### config.mk
export PLATFORM = sky130hd
export DESIGN_NAME = peak_valley_period_detector
export DESIGN_NICKNAME = d
export VERILOG_FILES = /design/src/hw/rtl/pvpd_pkg.sv /design/src/hw/rtl/peak_valley_period_detector.sv
export SDC_FILE = /design/constraint.sdc
export NUM_CORES = 2
export LEC_CHECK = 0
export BUFFER_PORTS_ARGS = -buffer_cell sky130_fd_sc_hd__buf_2
export CORE_MARGIN = 2
export CORE_UTILIZATION = 50
export CTS_BUF_LIST = sky130_fd_sc_hd__clkbuf_8
export DETAILED_ROUTE_END_ITERATION = 10
export PLACE_DENSITY = 0.67
export SYNTH_ARGS = -nofsm -noshare
export SYNTH_HDL_FRONTEND = slang
export SYNTH_SLANG_ARGS = --single-unit
### constraint.sdc
create_clock -name clk -period 19.35 [get_ports clk]
set_input_delay 1.935 -clock clk [delete_from_list [all_inputs] [get_ports clk]]
set_output_delay 1.935 -clock clk [all_outputs]
set_load 0.01 [all_outputs]
### src/hw/rtl/pvpd_pkg.sv
// ---------------------------------------------------------------------------
// pvpd_pkg: shared types and constants of the peak/valley period detector
// Beat layouts of both channels, configuration register indexes, reset
// values and the magnitude helper used by the ratio tests.
// ---------------------------------------------------------------------------
package pvpd_pkg;

	localparam int unsigned SAMPLE_W = 16;
	localparam int unsigned INDEX_W  = 32;
	localparam int unsigned PERIOD_W = 16;
	localparam int unsigned RATIO_W  = 16;
	localparam int unsigned MAG_W    = SAMPLE_W + 1;
	localparam int unsigned PROD_W   = MAG_W + RATIO_W;

	// Configuration register indexes
	localparam logic [1:0] REG_PERIOD_RATIO = 2'd0;
	localparam logic [1:0] REG_TIGHT_RATIO  = 2'd1;
	localparam logic [1:0] REG_PEAK_FLOOR   = 2'd2;

	localparam logic [RATIO_W-1:0]  PERIOD_RATIO_RST = 16'd1792;
	localparam logic [RATIO_W-1:0]  TIGHT_RATIO_RST  = 16'd1254;
	localparam logic [SAMPLE_W-1:0] PEAK_FLOOR_RST   = 16'd0;

	// Input action codes
	localparam logic ACT_SAMPLE = 1'b0;
	localparam logic ACT_FLUSH  = 1'b1;

	// Result kinds
	localparam logic KIND_MAX = 1'b0;
	localparam logic KIND_MIN = 1'b1;

	// Default depth of the result queue; must be a power of two, at least 2
	localparam int unsigned RESULT_DEPTH = 4;

	typedef struct packed {
		logic                       action;
		logic signed [SAMPLE_W-1:0] sample;
	} item_t;

	typedef struct packed {
		logic                       kind;
		logic [INDEX_W-1:0]         position;
		logic signed [SAMPLE_W-1:0] level;
		logic [PERIOD_W-1:0]        period_number;
		logic                       last;
	} result_t;

	// Absolute value of a signed sample, one bit wider so that -32768 fits.
	function automatic logic [MAG_W-1:0] mag(input logic signed [SAMPLE_W-1:0] v);
		logic [MAG_W-1:0] ext;
		ext = {v[SAMPLE_W-1], v};
		return v[SAMPLE_W-1] ? MAG_W'(-ext) : ext;
	endfunction

endpackage

### src/hw/rtl/peak_valley_period_detector.sv
// ---------------------------------------------------------------------------
// peak_valley_period_detector: signed sample stream to period extremes
// Tracks the running local maximum and minimum of a sample stream and
// reports both when the ratio tests close a period, and a pending maximum on a flush.
// ---------------------------------------------------------------------------
// Usage
// The item channel carries one beat per sample, or a flush beat (action set)
// that ends the stream. The result channel carries the reported extremes:
// on a closed period a maximum beat then a minimum beat with last set, on a
// flush with a pending maximum a single maximum beat with last set.
// Both channels use valid/ready; a beat moves when both are high.
// An accepted item is registered in the input stage; its results are then
// written into the result queue, from which the receiver takes them.
// Throughput: one item per cycle. The input stage only moves on while the
// result queue has room for two beats (the most one item can produce), so
// a stalled receiver fills the queue and then drops item_ready; nothing is
// lost. The queue depth sets how much stall the block absorbs.
// Reset clears all stream state, loads the register defaults (ratio 7.0,
// tight ratio about 4.9, floor 0) and empties the queue. Registers must be
// written by the user through cfg_we/cfg_index/cfg_data only while the
// block is idle; the block itself does not enforce this.
// ---------------------------------------------------------------------------
module peak_valley_period_detector
	import pvpd_pkg::*;
#(
	parameter int unsigned ResultDepth = RESULT_DEPTH
) (
	input  logic                clk,
	input  logic                arst_n,

	input  logic                cfg_we,
	input  logic [1:0]          cfg_index,
	input  logic [RATIO_W-1:0]  cfg_data,

	input  logic                item_valid,
	output logic                item_ready,
	input  item_t               item,

	output logic                result_valid,
	input  logic                result_ready,
	output result_t             result
);

	localparam int unsigned PtrW = (ResultDepth > 1) ? $clog2(ResultDepth) : 1;
	localparam int unsigned CntW = $clog2(ResultDepth + 1);

	// Configuration registers.
	logic [RATIO_W-1:0]         period_ratio_q;
	logic [RATIO_W-1:0]         tight_ratio_q;
	logic signed [SAMPLE_W-1:0] peak_floor_q;

	always_ff @(posedge clk or negedge arst_n) begin
		if (!arst_n) begin
			period_ratio_q <= PERIOD_RATIO_RST;
			tight_ratio_q  <= TIGHT_RATIO_RST;
			peak_floor_q   <= PEAK_FLOOR_RST;
		end else if (cfg_we) begin
			unique case (cfg_index)
				REG_PERIOD_RATIO: period_ratio_q <= cfg_data;
				REG_TIGHT_RATIO:  tight_ratio_q  <= cfg_data;
				REG_PEAK_FLOOR:   peak_floor_q   <= cfg_data;
				default: ;
			endcase
		end
	end

	// Input stage: the accepted beat is held here until the result queue has room for two beats.
	logic  valid_s1;
	item_t item_s1;
	logic  room2;
	logic  fire;

	assign item_ready = !valid_s1 || room2;
	assign fire       = valid_s1 && room2;

	always_ff @(posedge clk or negedge arst_n) begin
		if (!arst_n) begin
			valid_s1 <= 1'b0;
		end else if (item_valid && item_ready) begin
			valid_s1 <= 1'b1;
		end else if (fire) begin
			valid_s1 <= 1'b0;
		end
	end

	always_ff @(posedge clk) begin
		if (item_valid && item_ready) begin
			item_s1 <= item;
		end
	end

	// Stream state.
	logic signed [SAMPLE_W-1:0] older_q, newer_q;
	logic [1:0]                 primed_q;
	logic [INDEX_W-1:0]         count_q;
	logic signed [SAMPLE_W-1:0] low_value_q, high_value_q;
	logic [INDEX_W-1:0]         low_index_q, high_index_q;
	logic                       low_valid_q, high_valid_q;
	logic [PERIOD_W-1:0]        periods_q;

	// Next-state logic for the item in the input stage.
	logic signed [SAMPLE_W-1:0] v, o, n;
	logic [INDEX_W-1:0]         prev_index;
	logic                       primed;
	logic                       low_hit, high_hit;
	logic signed [SAMPLE_W-1:0] low_value_d, high_value_d;
	logic [INDEX_W-1:0]         low_index_d, high_index_d;
	logic                       low_valid_d, high_valid_d;
	logic [PROD_W-1:0]          high_scaled, low_prod, o_prod, n_prod, v_prod;
	logic                       close;
	logic                       flush_emit;
	logic [1:0]                 push;
	result_t                    first_beat, second_beat;

	assign v          = item_s1.sample;
	assign o          = older_q;
	assign n          = newer_q;
	assign prev_index = count_q - INDEX_W'(1);
	assign primed     = (primed_q == 2'd2);

	always_comb begin
		low_hit  = (o >= n) && (n <= v) && (!low_valid_q || n < low_value_q);
		high_hit = (o <= n) && (n >= v) && (n > peak_floor_q)
			&& (!high_valid_q || n > high_value_q);

		// A new maximum clears the minimum, whatever the minimum test found.
		if (high_hit) begin
			low_valid_d = 1'b0;
			low_value_d = '0;
			low_index_d = '0;
		end else if (low_hit) begin
			low_valid_d = 1'b1;
			low_value_d = n;
			low_index_d = prev_index;
		end else begin
			low_valid_d = low_valid_q;
			low_value_d = low_value_q;
			low_index_d = low_index_q;
		end

		if (high_hit) begin
			high_valid_d = 1'b1;
			high_value_d = n;
			high_index_d = prev_index;
		end else begin
			high_valid_d = high_valid_q;
			high_value_d = high_value_q;
			high_index_d = high_index_q;
		end

		// Ratios are Q8.8, so the maximum is scaled by 256 before comparing.
		// Both factors are widened first so that the full product is kept.
		high_scaled = {{(PROD_W-MAG_W-8){1'b0}}, mag(high_value_d), 8'd0};
		low_prod    = PROD_W'(period_ratio_q) * PROD_W'(mag(low_value_d));
		o_prod      = PROD_W'(tight_ratio_q) * PROD_W'(mag(o));
		n_prod      = PROD_W'(tight_ratio_q) * PROD_W'(mag(n));
		v_prod      = PROD_W'(tight_ratio_q) * PROD_W'(mag(v));

		close = primed && high_valid_d && low_valid_d
			&& (high_scaled >= low_prod)
			&& (high_scaled < o_prod) && (high_scaled < n_prod)
			&& (high_scaled < v_prod);

		flush_emit = high_valid_q && (high_value_q > peak_floor_q);

		first_beat.kind          = KIND_MAX;
		first_beat.position      = high_index_d;
		first_beat.level         = high_value_d;
		first_beat.period_number = periods_q;
		first_beat.last          = 1'b0;
		second_beat.kind          = KIND_MIN;
		second_beat.position      = low_index_d;
		second_beat.level         = low_value_d;
		second_beat.period_number = periods_q;
		second_beat.last          = 1'b1;

		push = 2'd0;
		if (fire) begin
			if (item_s1.action == ACT_FLUSH) begin
				// On a flush the pending maximum is the only beat.
				first_beat.position = high_index_q;
				first_beat.level    = high_value_q;
				first_beat.last     = 1'b1;
				push = flush_emit ? 2'd1 : 2'd0;
			end else if (close) begin
				push = 2'd2;
			end
		end
	end

	always_ff @(posedge clk or negedge arst_n) begin
		if (!arst_n) begin
			older_q      <= '0;
			newer_q      <= '0;
			primed_q     <= '0;
			count_q      <= '0;
			low_value_q  <= '0;
			low_index_q  <= '0;
			low_valid_q  <= 1'b0;
			high_value_q <= '0;
			high_index_q <= '0;
			high_valid_q <= 1'b0;
			periods_q    <= '0;
		end else if (fire) begin
			if (item_s1.action == ACT_FLUSH) begin
				older_q      <= '0;
				newer_q      <= '0;
				primed_q     <= '0;
				count_q      <= '0;
				low_value_q  <= '0;
				low_index_q  <= '0;
				low_valid_q  <= 1'b0;
				high_value_q <= '0;
				high_index_q <= '0;
				high_valid_q <= 1'b0;
				periods_q    <= '0;
			end else begin
				older_q <= n;
				newer_q <= v;
				count_q <= count_q + INDEX_W'(1);
				if (!primed) begin
					primed_q <= primed_q + 2'd1;
				end else if (close) begin
					periods_q    <= periods_q + PERIOD_W'(1);
					low_value_q  <= '0;
					low_index_q  <= '0;
					low_valid_q  <= 1'b0;
					high_value_q <= '0;
					high_index_q <= '0;
					high_valid_q <= 1'b0;
				end else begin
					low_value_q  <= low_value_d;
					low_index_q  <= low_index_d;
					low_valid_q  <= low_valid_d;
					high_value_q <= high_value_d;
					high_index_q <= high_index_d;
					high_valid_q <= high_valid_d;
				end
			end
		end
	end

	// Result queue: up to two beats written per cycle, one read.
	result_t         queue_q [ResultDepth];
	logic [PtrW-1:0] wr_ptr_q, rd_ptr_q;
	logic [CntW-1:0] fill_q;
	logic            pop;

	assign room2        = (fill_q <= CntW'(ResultDepth - 2));
	assign result_valid = (fill_q != '0);
	assign result       = queue_q[rd_ptr_q];
	assign pop          = result_valid && result_ready;

	always_ff @(posedge clk) begin
		if (push != 2'd0) begin
			queue_q[wr_ptr_q] <= first_beat;
		end
		if (push == 2'd2) begin
			queue_q[wr_ptr_q + PtrW'(1)] <= second_beat;
		end
	end

	always_ff @(posedge clk or negedge arst_n) begin
		if (!arst_n) begin
			wr_ptr_q <= '0;
			rd_ptr_q <= '0;
			fill_q   <= '0;
		end else begin
			wr_ptr_q <= wr_ptr_q + PtrW'(push);
			if (pop) begin
				rd_ptr_q <= rd_ptr_q + PtrW'(1);
			end
			fill_q <= fill_q + CntW'(push) - CntW'(pop);
		end
	end

	// Checks on the queue and on the ordering of a closed period.
	assert property (@(posedge clk) disable iff (!arst_n)
		fill_q <= CntW'(ResultDepth))
		else $error("result queue overflow");

	assert property (@(posedge clk) disable iff (!arst_n)
		fire |-> fill_q <= CntW'(ResultDepth - 2))
		else $error("input stage moved without room for two beats");

	assert property (@(posedge clk) disable iff (!arst_n)
		(result_valid && result.kind == KIND_MIN) |-> result.last)
		else $error("minimum beat without last");

	assert property (@(posedge clk) disable iff (!arst_n)
		(result_valid && result_ready && !result.last)
		|=> (result_valid && result.kind == KIND_MIN))
		else $error("maximum of a period not followed by its minimum");

	assert property (@(posedge clk) disable iff (!arst_n)
		(fire && item_s1.action == ACT_FLUSH) |=> (!high_valid_q && !low_valid_q
			&& primed_q == 2'd0 && count_q == '0))
		else $error("flush did not restart the stream");

endmodule
==> summary by stage <==
Logic synthesis
Yosys mapped a number of flops with a built-in enable equal to 273. In this run the cell area of the synthesized design comes to 65200 sq um. The register bit count reported by yosys is 517.

The multiplexer share of the synthesized area is 3.96%. Among all flip-flop cells after synthesis, the most frequent one is edfxtp_1. After Yosys synthesis, and, or, nand and nor cells account for 14.0% of the synthesized area. The dominant combinational cell family by area after synthesis is adder cells. The netlist uses 98 different library cells.

Summing the areas of all fa, ha and maj instances in the mapped netlist gives 37.0% of the synthesized area. Dividing the synthesized area by the synthesized cell count gives 9.48 sq um. The synthesized netlist devotes 11.6% of its cell area to compound gates.

The biggest area consumer among synthesized cells is fa_1. The share of synthesized flip-flops with an asynchronous set or reset is 45.6%. The number of instances in the synthesized netlist is 6874. The synthesized design devotes to its leading area cell type 25.6% of total area.

By area the synthesized netlist is led by fa_1 (26%), edfxtp_1 (13%), ha_1 (11%). The synthesized netlist devotes 3.01% of its cell area to XOR and XNOR gates. For this run, the register share of the synthesized area comes to 21.9%. The total of warnings raised by yosys is 0.

Detailed routing
After detailed routing, the average wire length per cell comes to 21.8 um. The number of detailed-route iterations in the first pass is 6. The vias per cell is 5.86. Once detail routing completed, the nets flagged for antenna violations numbered 0. The wire length reported by the detailed router is 190000 um. The number of design-rule violations left by the first detailed-router iteration is 4319. The number of remaining DRC errors is 0.

For this block, the via count after detailed routing is 51000.

Clock network
The TritonCTS clock tree is built. The quantity of gates resized following cts is 0. After clock tree synthesis, the flow added hold-fix buffers numbering 0. In this run the clock root is driven by a clkbuf_8. At the later pin of the worst-skew pair, clock insertion delay measures 0.73 ns. For this design, the sink count on the clock tree is 517.

The total setup buffers inserted after CTS is 0. The clock passes through at most 3 buffers. The CTS buffer count is 84. The H-tree was split into 3 levels.

Clock-pin slew was measured on the worst setup and hold paths at 0.06 ns.

Setup path
The minimum setup slack among reg-to-reg paths is 3.41 ns. The worst-path cell with the longest stage delay is nand2_4. Following the worst setup path forward leads to its endpoint at queue_q[0][16]. Of all nets on the critical path, the largest fanout is 64. STA classifies the critical path endpoint as a register. The worst path arrival time is 16.22 ns. By instance count, the cell type seen most on the critical path is fa_1.

The beginning of the worst register-to-register path is n[15]. The timing startpoint of the critical path is n[15]. The endpoint required time on the critical path is 19.64 ns. The critical path's largest stage delay is 0.84 ns. The sort of element at the start of the critical path is a register. The worst register-to-register path has a depth of 48. The worst register-to-register path ends at queue_q[0][16]. By startpoint and endpoint, the worst setup path is classified as reg -> reg.

STA
Setup repair after global routing left no endpoint under its margin. The final setup violation count is 0. Headroom to the max-slew limit came out at -3.58%.

The worst path needs 15.94 ns of the cycle, external delays included. Adding up every negative setup slack in the final design gives 0 ns. The final worst clock skew is 0.0739 ns. Derived from the worst setup path, the maximum achievable clock frequency is 0.0627 GHz.

The share of the clock period used by the worst path is 82.4%. The final hold violation count came to 0. The number of max-slew violations in the final report is 4. The pin slew with the least headroom to its limit is 1.54 ns.

Status
The run finished, with violations left. The final reports fail on capacitance limit, slew limit.

Place
The placer congestion estimate is 0.943. Summed over all nets, the half-perimeter wirelength after detailed placement is 139000 um. The number of input and output port buffers inserted is 107.

Cells and area
The library cells used most frequently in the layout, excluding fill and tap cells, are inv_1 (1108), nand2_1 (981), fa_1 (833). After the last flow step, the layout net total stands at 8356. Of the cells placed in the final design, the portion with a size suffix greater than 1 is 8.28%. Leaving out fill and tap cells, the most frequent cell in the layout is inv_1. The signed area change from the synthesized netlist to the final layout is 6.90%.

Floorplanning
The area of the core region is 129000 sq um. The area of the die is 133000 sq um. After floorplanning, the core was divided into 132 placement rows. The floorplan step set the die height to 365 um. 108 I/O pins were placed. The die is 365 um wide. The initial cell density of the core is 50.3%.

GRT
The routing layer with the top usage in global route is met2. The overall track demand over capacity in global routing is 29.0%. The maximum number of pins on one net before global-route repair is 141.

In the global route stage, met2 resource usage came out at 47.3%. The number of antenna violations at the first check in global routing came to 5. Global routing finished with a remaining overflow of 0. For met1 alone, demand over resource in global routing was 39.3%. The number of global-route vias before repair came to 52400.

The first global-routing pass estimated 299000 um of wire. The met3 usage is 4.32%.

Min path
The path class of the tightest hold or removal check is reg -> reg.

Run
The tool flagged a number of max-cap violations equal to 1.
worst min path at each step:
stage                   start  slack (ns)  depth (start not counted)        endpoint
6_report       queue_q[1][65]        0.45                          2  queue_q[1][65]
3_5_place_dp   queue_q[1][65]        0.44                          2  queue_q[1][65]
5_1_grt        queue_q[1][65]        0.46                          2  queue_q[1][65]
4_1_cts        queue_q[1][65]        0.45                          2  queue_q[1][65]
2_1_floorplan  queue_q[3][65]        0.42                          2  queue_q[3][65]
3_3_place_gp   queue_q[1][65]        0.43                          2  queue_q[1][65]
cells by family (layout without fill, tap and decap cells):
group                      after synthesis  count (layout)
muxes                                  165             165
other                                    2              73
DFF                                    517             517
and+or+nand+nor                       1934            1934
AOI/OAI and AO/OA                     1155            1155
xor gates and xnor gates               224             224
adders and majority gates             1429            1429
buffers and inverters                 1448            1467
cells in the mapped netlist (26+ instances only):
| master | number |
|---|---|
| inv_1 | 1072 |
| nand2_1 | 990 |
| fa_1 | 833 |
| ha_1 | 596 |
| and2_1 | 371 |
| clkbuf_1 | 316 |
| edfxtp_1 | 273 |
| a21oi_1 | 244 |
| dfrtp_1 | 227 |
| o22ai_1 | 223 |
| nor2_1 | 190 |
| xnor2_1 | 148 |
| o21ai_0 | 115 |
| a21o_1 | 79 |
| xor2_1 | 76 |
| nand3_1 | 67 |
| mux4_2 | 66 |
| nand4_1 | 65 |
| o21ai_1 | 60 |
| a21boi_1 | 58 |
| mux2_2 | 56 |
| o31ai_1 | 53 |
| o211ai_1 | 47 |
| a31oi_1 | 43 |
| nor3_1 | 43 |
| and3_1 | 40 |
| mux2i_1 | 36 |
| o2bb2ai_1 | 32 |
| buf_2 | 31 |
| or3_1 | 26 |
through the flow:
stage                     cell area, sq um  util (%)  hold slack, ns  instances  setup slack [ns]
after floorplan                      65400         -           0.421       6940              5.32
after global placement               67900      52.4           0.431       8543              4.01
after detailed placement             67900      52.4           0.440       8543              3.66
after CTS                            69600      53.8           0.450       8701              3.54
after global routing                 69700      53.8           0.462       8703              2.30
final                                69700      53.8           0.449       8706              3.41
area by class of cell:
type,instances,area [sq um]
multi-input cells,4975,45900
diodes,5,12.5
well taps,1742,2180
repair buffers,232,1500
flip-flops and latches,517,14300
inverters,1077,4040
clock buffers,103,1420
clock inverters,55,358
fillers,11700,59800
layer usage:
layer	share of wire, %	vias up
met5	0.015	-
met4	4.0	4
met2	47	2042
li1	-	22800
met3	7.9	379
met1	42	25800
sequential cells by signal, indices dropped and copies added (netlist names), 16 cells and up:
name	flops
n	16
high_value_q	16
tight_ratio_q	16
v	16
peak_floor_q	16
count_q	32
queue_q	264
o	16
low_value_q	16
high_index_q	32
low_index_q	32
periods_q	16
period_ratio_q	16
critical path, delay by kind of cell, from the launching register on:
family / cells / cell delay, ns
mux: 1 / 0.19
simple gates: 14 / 4.30
buf+inv: 9 / 2.51
fa+ha+maj: 9 / 4.10
flops: 1 / 0.74
compound gates: 13 / 3.31
xor+xnor: 2 / 0.29
Power is not shown: default switching activity piles up to over one toggle a cycle in this logic, so the estimate is an artifact.
